$ cat config.mk
export PLATFORM = sky130hd
export DESIGN_NAME = http_chunked_body_decoder
export DESIGN_NICKNAME = d
export VERILOG_FILES = /design/src/hdl/hcbd_pkg.sv /design/src/hdl/http_chunked_body_decoder.sv /design/src/hdl/hcbd_parser.sv /design/src/hdl/hcbd_out_buf.sv
export SDC_FILE = /design/constraint.sdc
export NUM_CORES = 1
export LEC_CHECK = 0
export BUFFER_PORTS_ARGS = -buffer_cell sky130_fd_sc_hd__buf_2
export CORE_MARGIN = 1.5
export CORE_UTILIZATION = 44
export DETAILED_ROUTE_END_ITERATION = 10
export MAX_ROUTING_LAYER = met4
export PLACE_DENSITY = 0.67
export SYNTH_ARGS = -nofsm -noshare
export SYNTH_HDL_FRONTEND = slang
export SYNTH_SLANG_ARGS = --single-unit
$ cat constraint.sdc
create_clock -name aclk -period 4.5 [get_ports aclk]
set_input_delay 0.225 -clock aclk [delete_from_list [all_inputs] [get_ports aclk]]
set_output_delay 0.225 -clock aclk [all_outputs]
set_load 0.005 [all_outputs]
$ cat src/hdl/hcbd_pkg.sv
`timescale 1ns / 1ps
`default_nettype none

package hcbd_pkg;

    localparam int SIZE_WIDTH_DEF = 32;
    localparam int BYTE_W         = 8;

    typedef enum logic [2:0] {
        PH_BLANK  = 3'd0,
        PH_DIGITS = 3'd1,
        PH_REST   = 3'd2,
        PH_DATA   = 3'd3,
        PH_SEP1   = 3'd4,
        PH_SEP2   = 3'd5,
        PH_DONE   = 3'd6
    } phase_t;

    localparam logic [BYTE_W-1:0] CH_LF    = 8'h0A;
    localparam logic [BYTE_W-1:0] CH_TAB   = 8'h09;
    localparam logic [BYTE_W-1:0] CH_VT    = 8'h0B;
    localparam logic [BYTE_W-1:0] CH_FF    = 8'h0C;
    localparam logic [BYTE_W-1:0] CH_CR    = 8'h0D;
    localparam logic [BYTE_W-1:0] CH_SPACE = 8'h20;

    // One result word as it leaves the parser
    typedef struct packed {
        logic [BYTE_W-1:0] out_byte;
        logic              is_payload;
        logic              body_done;
        logic              size_overflow;
    } result_t;

    typedef struct packed {
        logic       is_hex;
        logic [3:0] value;
    } hex_t;

    function automatic hex_t hex_decode(input logic [BYTE_W-1:0] c);
        hex_t h;
        h.is_hex = 1'b1;
        h.value  = 4'd0;
        if (c >= 8'h30 && c <= 8'h39) begin
            h.value = 4'(c - 8'h30);
        end else if (c >= 8'h61 && c <= 8'h66) begin
            h.value = 4'(c - 8'h57);
        end else if (c >= 8'h41 && c <= 8'h46) begin
            h.value = 4'(c - 8'h37);
        end else begin
            h.is_hex = 1'b0;
        end
        return h;
    endfunction

    function automatic logic is_blank(input logic [BYTE_W-1:0] c);
        return (c == CH_SPACE) || (c == CH_TAB) || (c == CH_CR) ||
               (c == CH_VT) || (c == CH_FF);
    endfunction

endpackage

`default_nettype wire

$ cat src/hdl/http_chunked_body_decoder.sv
`timescale 1ns / 1ps
`default_nettype none

// HTTP/1.1 chunked body decoder. Feed the raw bytes of a chunked message body
// on the slave stream, one byte per word, and the block returns the payload
// bytes with the chunk framing stripped. Each size line may open with blanks,
// then hex digits give the chunk size; anything else up to LF is ignored. After
// the payload the next two bytes (normally CR LF) are dropped unchecked. A size
// of zero yields one word with body_done set, after which all bytes are
// dropped until a word arrives with new_message set; that word restarts the
// parser and is itself parsed as the first byte of a size line. A size too
// large for SIZE_WIDTH bits saturates and sets size_overflow in every later
// result of the message. No other size line byte gives a word. Throughput is one
// byte per clock: the parser updates its state in the cycle a byte is taken and
// writes any result straight into a two-word output register with a skid
// stage, so s_tready depends only on a register and stays high unless the
// master side stalls for two words in a row.
module http_chunked_body_decoder #(
    parameter int SIZE_WIDTH = hcbd_pkg::SIZE_WIDTH_DEF  // 16 to 64
) (
    input  wire logic        aclk,
    input  wire logic        aresetn,

    input  wire logic        s_tvalid,
    output logic             s_tready,
    input  wire logic [7:0]  s_tdata,   // [7:0] in_byte
    input  wire logic [0:0]  s_tuser,   // [0] new_message

    output logic             m_tvalid,
    input  wire logic        m_tready,
    output logic [7:0]       m_tdata,   // [7:0] out_byte
    output logic [2:0]       m_tuser    // [0] is_payload, [1] body_done, [2] size_overflow
);

    logic              in_accept;
    logic              res_valid;
    hcbd_pkg::result_t res;
    hcbd_pkg::result_t out_word;

    // a byte is taken whenever the skid stage is free
    assign in_accept = s_tvalid && s_tready;

    hcbd_parser #(
        .SIZE_WIDTH (SIZE_WIDTH)
    ) u_parser (
        .aclk        (aclk),
        .aresetn     (aresetn),
        .in_accept   (in_accept),
        .in_byte     (s_tdata),
        .new_message (s_tuser[0]),
        .res_valid   (res_valid),
        .res         (res)
    );

    // hold results until the master side takes them
    hcbd_out_buf u_out_buf (
        .aclk      (aclk),
        .aresetn   (aresetn),
        .wr_en     (in_accept && res_valid),
        .wr_data   (res),
        .wr_ready  (s_tready),
        .out_valid (m_tvalid),
        .out_ready (m_tready),
        .out_data  (out_word)
    );

    assign m_tdata = out_word.out_byte;
    assign m_tuser = {out_word.size_overflow, out_word.body_done, out_word.is_payload};

endmodule

`default_nettype wire

$ cat src/hdl/hcbd_parser.sv
`timescale 1ns / 1ps
`default_nettype none

module hcbd_parser #(
    parameter int SIZE_WIDTH = hcbd_pkg::SIZE_WIDTH_DEF
) (
    input  wire logic                          aclk,
    input  wire logic                          aresetn,
    input  wire logic                          in_accept,
    input  wire logic [hcbd_pkg::BYTE_W-1:0]   in_byte,
    input  wire logic                          new_message,
    output logic                               res_valid,
    output hcbd_pkg::result_t                  res
);

    hcbd_pkg::phase_t        phase_reg, phase_next, phase_cur;
    logic [SIZE_WIDTH-1:0]   acc_reg, acc_next, acc_cur;
    logic [SIZE_WIDTH-1:0]   rem_reg, rem_next, rem_cur, rem_dec;
    logic                    ovf_reg, ovf_next, ovf_cur;
    hcbd_pkg::hex_t          hex;
    logic                    is_lf;
    logic [SIZE_WIDTH-1:0]   acc_digit;
    logic                    acc_sat;

    always_ff @(posedge aclk) begin
        if (!aresetn) begin
            phase_reg <= hcbd_pkg::PH_BLANK;
            acc_reg   <= '0;
            rem_reg   <= '0;
            ovf_reg   <= 1'b0;
        end else if (in_accept) begin
            phase_reg <= phase_next;
            acc_reg   <= acc_next;
            rem_reg   <= rem_next;
            ovf_reg   <= ovf_next;
        end
    end

    always_comb begin
        // new message: start over at a size line before this byte
        phase_cur = new_message ? hcbd_pkg::PH_BLANK : phase_reg;
        acc_cur   = new_message ? '0 : acc_reg;
        rem_cur   = new_message ? '0 : rem_reg;
        ovf_cur   = new_message ? 1'b0 : ovf_reg;

        hex       = hcbd_pkg::hex_decode(in_byte);
        is_lf     = (in_byte == hcbd_pkg::CH_LF);
        acc_sat   = (acc_cur[SIZE_WIDTH-1 -: 4] != 4'd0);
        acc_digit = {acc_cur[SIZE_WIDTH-5:0], hex.value};
        rem_dec   = rem_cur - SIZE_WIDTH'(1);

        phase_next = phase_cur;
        acc_next   = acc_cur;
        rem_next   = rem_cur;
        ovf_next   = ovf_cur;

        res_valid         = 1'b0;
        res.out_byte      = '0;
        res.is_payload    = 1'b0;
        res.body_done     = 1'b0;
        res.size_overflow = ovf_cur;

        unique case (phase_cur)
            hcbd_pkg::PH_BLANK, hcbd_pkg::PH_DIGITS, hcbd_pkg::PH_REST: begin
                if (is_lf) begin
                    if (acc_cur == '0) begin
                        phase_next    = hcbd_pkg::PH_DONE;
                        res_valid     = 1'b1;
                        res.body_done = 1'b1;
                    end else begin
                        rem_next   = acc_cur;
                        acc_next   = '0;
                        phase_next = hcbd_pkg::PH_DATA;
                    end
                end else if (phase_cur != hcbd_pkg::PH_REST && hex.is_hex) begin
                    // saturate rather than wrap when a digit would overflow
                    if (acc_sat) begin
                        acc_next = '1;
                        ovf_next = 1'b1;
                    end else begin
                        acc_next = acc_digit;
                    end
                    phase_next = hcbd_pkg::PH_DIGITS;
                end else if (phase_cur == hcbd_pkg::PH_DIGITS ||
                             (phase_cur == hcbd_pkg::PH_BLANK &&
                              !hcbd_pkg::is_blank(in_byte))) begin
                    phase_next = hcbd_pkg::PH_REST;
                end
            end
            hcbd_pkg::PH_DATA: begin
                res_valid      = 1'b1;
                res.out_byte   = in_byte;
                res.is_payload = 1'b1;
                rem_next       = rem_dec;
                if (rem_dec == '0) begin
                    phase_next = hcbd_pkg::PH_SEP1;
                end
            end
            hcbd_pkg::PH_SEP1: begin
                phase_next = hcbd_pkg::PH_SEP2;
            end
            hcbd_pkg::PH_SEP2: begin
                phase_next = hcbd_pkg::PH_BLANK;
                acc_next   = '0;
            end
            default: begin
                phase_next = hcbd_pkg::PH_DONE;
            end
        endcase
    end

endmodule

`default_nettype wire

$ cat src/hdl/hcbd_out_buf.sv
`timescale 1ns / 1ps
`default_nettype none

module hcbd_out_buf (
    input  wire logic              aclk,
    input  wire logic              aresetn,
    input  wire logic              wr_en,
    input  wire hcbd_pkg::result_t wr_data,
    output logic                   wr_ready,
    output logic                   out_valid,
    input  wire logic              out_ready,
    output hcbd_pkg::result_t      out_data
);

    logic              main_valid_reg;
    hcbd_pkg::result_t main_data_reg;
    logic              skid_valid_reg;
    hcbd_pkg::result_t skid_data_reg;
    logic              pop;

    assign pop       = main_valid_reg && out_ready;
    assign wr_ready  = !skid_valid_reg;
    assign out_valid = main_valid_reg;
    assign out_data  = main_data_reg;

    always_ff @(posedge aclk) begin
        if (!aresetn) begin
            main_valid_reg <= 1'b0;
            skid_valid_reg <= 1'b0;
        end else if (skid_valid_reg) begin
            // drain the skid word into the output register
            if (pop) begin
                main_valid_reg <= 1'b1;
                skid_valid_reg <= 1'b0;
            end
        end else if (wr_en) begin
            if (!main_valid_reg || pop) begin
                main_valid_reg <= 1'b1;
            end else begin
                skid_valid_reg <= 1'b1;
            end
        end else if (pop) begin
            main_valid_reg <= 1'b0;
        end
    end

    always_ff @(posedge aclk) begin
        if (skid_valid_reg) begin
            if (pop) begin
                main_data_reg <= skid_data_reg;
            end
        end else if (wr_en) begin
            if (!main_valid_reg || pop) begin
                main_data_reg <= wr_data;
            end else begin
                skid_data_reg <= wr_data;
            end
        end
    end

    a_skid_needs_main: assert property (@(posedge aclk) disable iff (!aresetn)
        skid_valid_reg |-> main_valid_reg)
        else $error("skid word held without an output word");

    a_skid_fill_on_stall: assert property (@(posedge aclk) disable iff (!aresetn)
        $rose(skid_valid_reg) |-> $past(main_valid_reg && !out_ready && wr_en))
        else $error("skid filled while output was free");

    a_no_write_when_full: assert property (@(posedge aclk) disable iff (!aresetn)
        skid_valid_reg |-> !wr_en)
        else $error("write while both stages full");

    a_skid_moves_up: assert property (@(posedge aclk) disable iff (!aresetn)
        (skid_valid_reg && pop) |=> (main_data_reg == $past(skid_data_reg)))
        else $error("skid word lost on drain");

endmodule

`default_nettype wire
==> flow_summary.json <==
{
  "routedWlPerCell_um": 20.2,
  "finalWirelength_mm": 17.4,
  "critPathRequiredTime_ns": 4.56,
  "place_ws_ns": 0.991,
  "layout_setup_ws_ns": 0.943,
  "cp_max_fo": 29,
  "hold_buffers": 0,
  "yosysSeqAreaShare_pct": 35.7,
  "finalInstanceArea_mm2": 0.00624,
  "period_needed_ns": 3.56,
  "rsz0062_at_grt": "no",
  "cts_resized": 0,
  "finish.net_count": 704,
  "max_stage_delay_ns": 0.91,
  "end_kind": "flop",
  "ys_ff_latch": 92,
  "drt_first_iter_violations": 722,
  "synthCells": 699,
  "clk_latency_ns": 0.35,
  "hp-class": "in -> reg",
  "clk_root_buffer_cell": "clkbuf_16",
  "cts_tree": "done",
  "synth_top_family_by_area": "compound AO/OA/AOI/OAI gates",
  "overflow": 0,
  "fmax_mhz": 281,
  "async_reset_ff_share_pct": 0,
  "status": "complete, no violations",
  "yosys_most_used_dff": "dfxtp_1",
  "mappedNetlistNets": 719,
  "drc": 0,
  "portBuffers": 25,
  "grt_max_degree": 55,
  "synthMuxAreaShare_pct": 5.40,
  "slew_viol_final": 0,
  "ant_nets": 0,
  "grt_pass1_vias": 4919,
  "power_mw": 1.79,
  "fp.dieW_um": 118,
  "use_met1_pct": 37.0,
  "diodes": 0,
  "top_level_ports": 26,
  "cts_buffer_depth": 2,
  "use_met2_pct": 37.0,
  "grt_pass1_wl_mm": 27.6,
  "finalSetupViolations": 0,
  "antenna_found_initial": 0,
  "synthSimpleGateAreaFrac_pct": 21.5,
  "num_vias": 5386,
  "hold_ws_ns": 0.211,
  "start_util_pct": 45.4,
  "ys_warn_count": 0,
  "gp_congestion": 0.902,
  "crit_type": "reg -> reg",
  "postSynthAreaPerCell_um2": 8.26,
  "tightest_slew_ns": 0.986,
  "fin_worst_skew_ns": 0.00773,
  "final_layout_size_suffix_gt1_share_pct": 11.3,
  "dp_hpwl_mm": 12.3,
  "track_usage_pct": 26.1,
  "p_leak_nw": 2.26,
  "cts.sinks": 92,
  "finalHoldViolCount": 0,
  "min_period_over_period_pct": 79.1,
  "htreeDepth": 3,
  "met3_usage_pct": 4.22,
  "synth_area_mm2": 0.00577,
  "viasPerCell": 6.26,
  "arrival_ns": 3.62,
  "core_area_mm2": 0.0127,
  "dieArea_mm2": 0.0138,
  "startpoint": "u_parser.acc_reg[31]",
  "cp_cell_sequence": "or4_1 > nor4_1 > nand3_1 > a211oi_1 > o21ai_0 > a22oi_1 > buf_4",
  "area_growth_pct": 8.15,
  "drtPass1Iterations": 5,
  "synth_compound_area_share_pct": 27.7,
  "synthXorXnorAreaFrac_pct": 3.03,
  "post_dp_cell_area_mm2": 0.00594,
  "synth_cell_types": 72,
  "maxCapViolCount": 0,
  "cts_inserted_buffers": 9,
  "top_usage_layer": "met2",
  "power.density_mw_per_mm2": 287,
  "postCtsSetupBuffers": 0,
  "maxSlewHeadroom_pct": 34.2,
  "rr_startpoint": "u_parser.acc_reg[31]",
  "synth_edf_count": 22,
  "synthAdderAreaFrac_pct": 1.52,
  "path_clk_slew_ns": 0.06,
  "fin_tns_setup_ns": 0,
  "vdd.ir_drop.worst_mv": 0.200,
  "min_from": "m_tready",
  "crit_slowest_cell": "or4_1",
  "start_kind": "flop",
  "rows": 41,
  "chipHeight_um": 118
}
==> worst paths after layout <==
kind	end	slack, ns	depth (start not counted)
max reg2reg	u_out_buf.out_data[6]	0.94	7
min	u_out_buf.skid_valid_reg	0.21	3
min reg2reg	u_parser.acc_reg[31]	0.51	1
max	u_out_buf.out_data[6]	0.94	7
==> power breakdown <==
| group | switching (mW) | internal [mW] | leakage (nW) | total, mW |
|---|---|---|---|---|
| sequential | 0.00628 | 0.845 | 0.789 | 0.851 |
| combinational | 0.121 | 0.0601 | 1.32 | 0.181 |
| clock | 0.335 | 0.423 | 0.149 | 0.758 |
| total | 0.462 | 1.33 | 2.26 | 1.79 |
==> routing by layer <==
metal / wire length, um / up-vias
met5: 0 / -
li1: - / 2549
met4: 510 / 0
met2: 7570 / 237
met1: 7790 / 2565
met3: 1520 / 35
==> layout make-up <==
cell class | instances | area, um^2
Clock buffer | 12 | 267
Clock inverter | 4 | 31.3
Fill cell | 1272 | 6480
Inverter | 14 | 52.6
Multi-Input combinational cell | 533 | 3420
Sequential cell | 92 | 2060
Tap cell | 172 | 215
Timing Repair Buffer | 34 | 193
==> cell families after synthesis <==
kind of cell / count (synthesis)
DFF: 92
and+or+nand+nor: 234
buffers and inverters: 74
muxes: 30
xor gates and xnor gates: 20
AOI/OAI and AO/OA: 242
adders and majority gates: 7
==> layout by cell type (no fill, tap or decap), types with 10 or more instances in the layout <==
| cell type | instances |
|---|---|
| nand3_1 | 12 |
| inv_1 | 14 |
| o21ai_0 | 75 |
| and2_1 | 14 |
| nor2b_1 | 19 |
| nor3_1 | 13 |
| a21oi_1 | 38 |
| nor2_1 | 46 |
| buf_2 | 25 |
| a21boi_0 | 24 |
| mux2i_1 | 21 |
| nand2_1 | 65 |
| xnor2_1 | 10 |
| xor2_1 | 10 |
| edfxtp_1 | 22 |
| nor4_1 | 13 |
| a22o_1 | 16 |
| o22ai_1 | 14 |
| dfxtp_1 | 70 |
==> cell usage after synthesis (5+ instances only) <==
| library cell | number | area share [%] |
|---|---|---|
| dfxtp_1 | 70 | 24 |
| a21oi_1 | 38 | 3.3 |
| inv_1 | 14 | 0.91 |
| and3_1 | 6 | 0.65 |
| and2_1 | 14 | 1.5 |
| ha_1 | 7 | 1.5 |
| clkbuf_1 | 52 | 3.4 |
| a211oi_1 | 5 | 0.65 |
| o21a_1 | 8 | 1.0 |
| nor4_1 | 13 | 1.4 |
| nand4_1 | 9 | 0.98 |
| nand2b_1 | 7 | 0.76 |
| o221a_2 | 6 | 1.2 |
| a22o_1 | 16 | 2.4 |
| edfxtp_1 | 22 | 11 |
| xor2_1 | 10 | 1.5 |
| nor2_1 | 46 | 3.0 |
| nor3_1 | 13 | 1.1 |
| a31oi_1 | 7 | 0.76 |
| a21boi_0 | 24 | 3.1 |
| or4_1 | 5 | 0.65 |
| nor2b_1 | 19 | 2.1 |
| nand2_1 | 65 | 4.2 |
| a22oi_1 | 9 | 1.2 |
| xnor2_1 | 10 | 1.5 |
| o22ai_1 | 14 | 1.5 |
| o21ai_0 | 76 | 6.6 |
| mux2_2 | 9 | 1.8 |
| mux2i_1 | 21 | 3.6 |
| nand3_1 | 12 | 1.0 |
==> critical path, delay by kind of cell, from the launching register on <==
family / cells / cell delay [ns]
flip-flops: 1 / 0.34
buffers and inverters: 1 / 0.22
AND/OR/NAND/NOR: 3 / 1.63
AO/OA/AOI/OAI: 3 / 1.07
==> metrics by stage <==
| step | utilization [%] | cells |
|---|---|---|
| floorplan | - | 699 |
| global placement | 46.7 | 845 |
| detailed placement | 46.7 | 845 |
| CTS | 49.1 | 861 |
| global route | 49.1 | 861 |
| finish | 49.1 | 861 |
(Power assumes the default switching activity.)
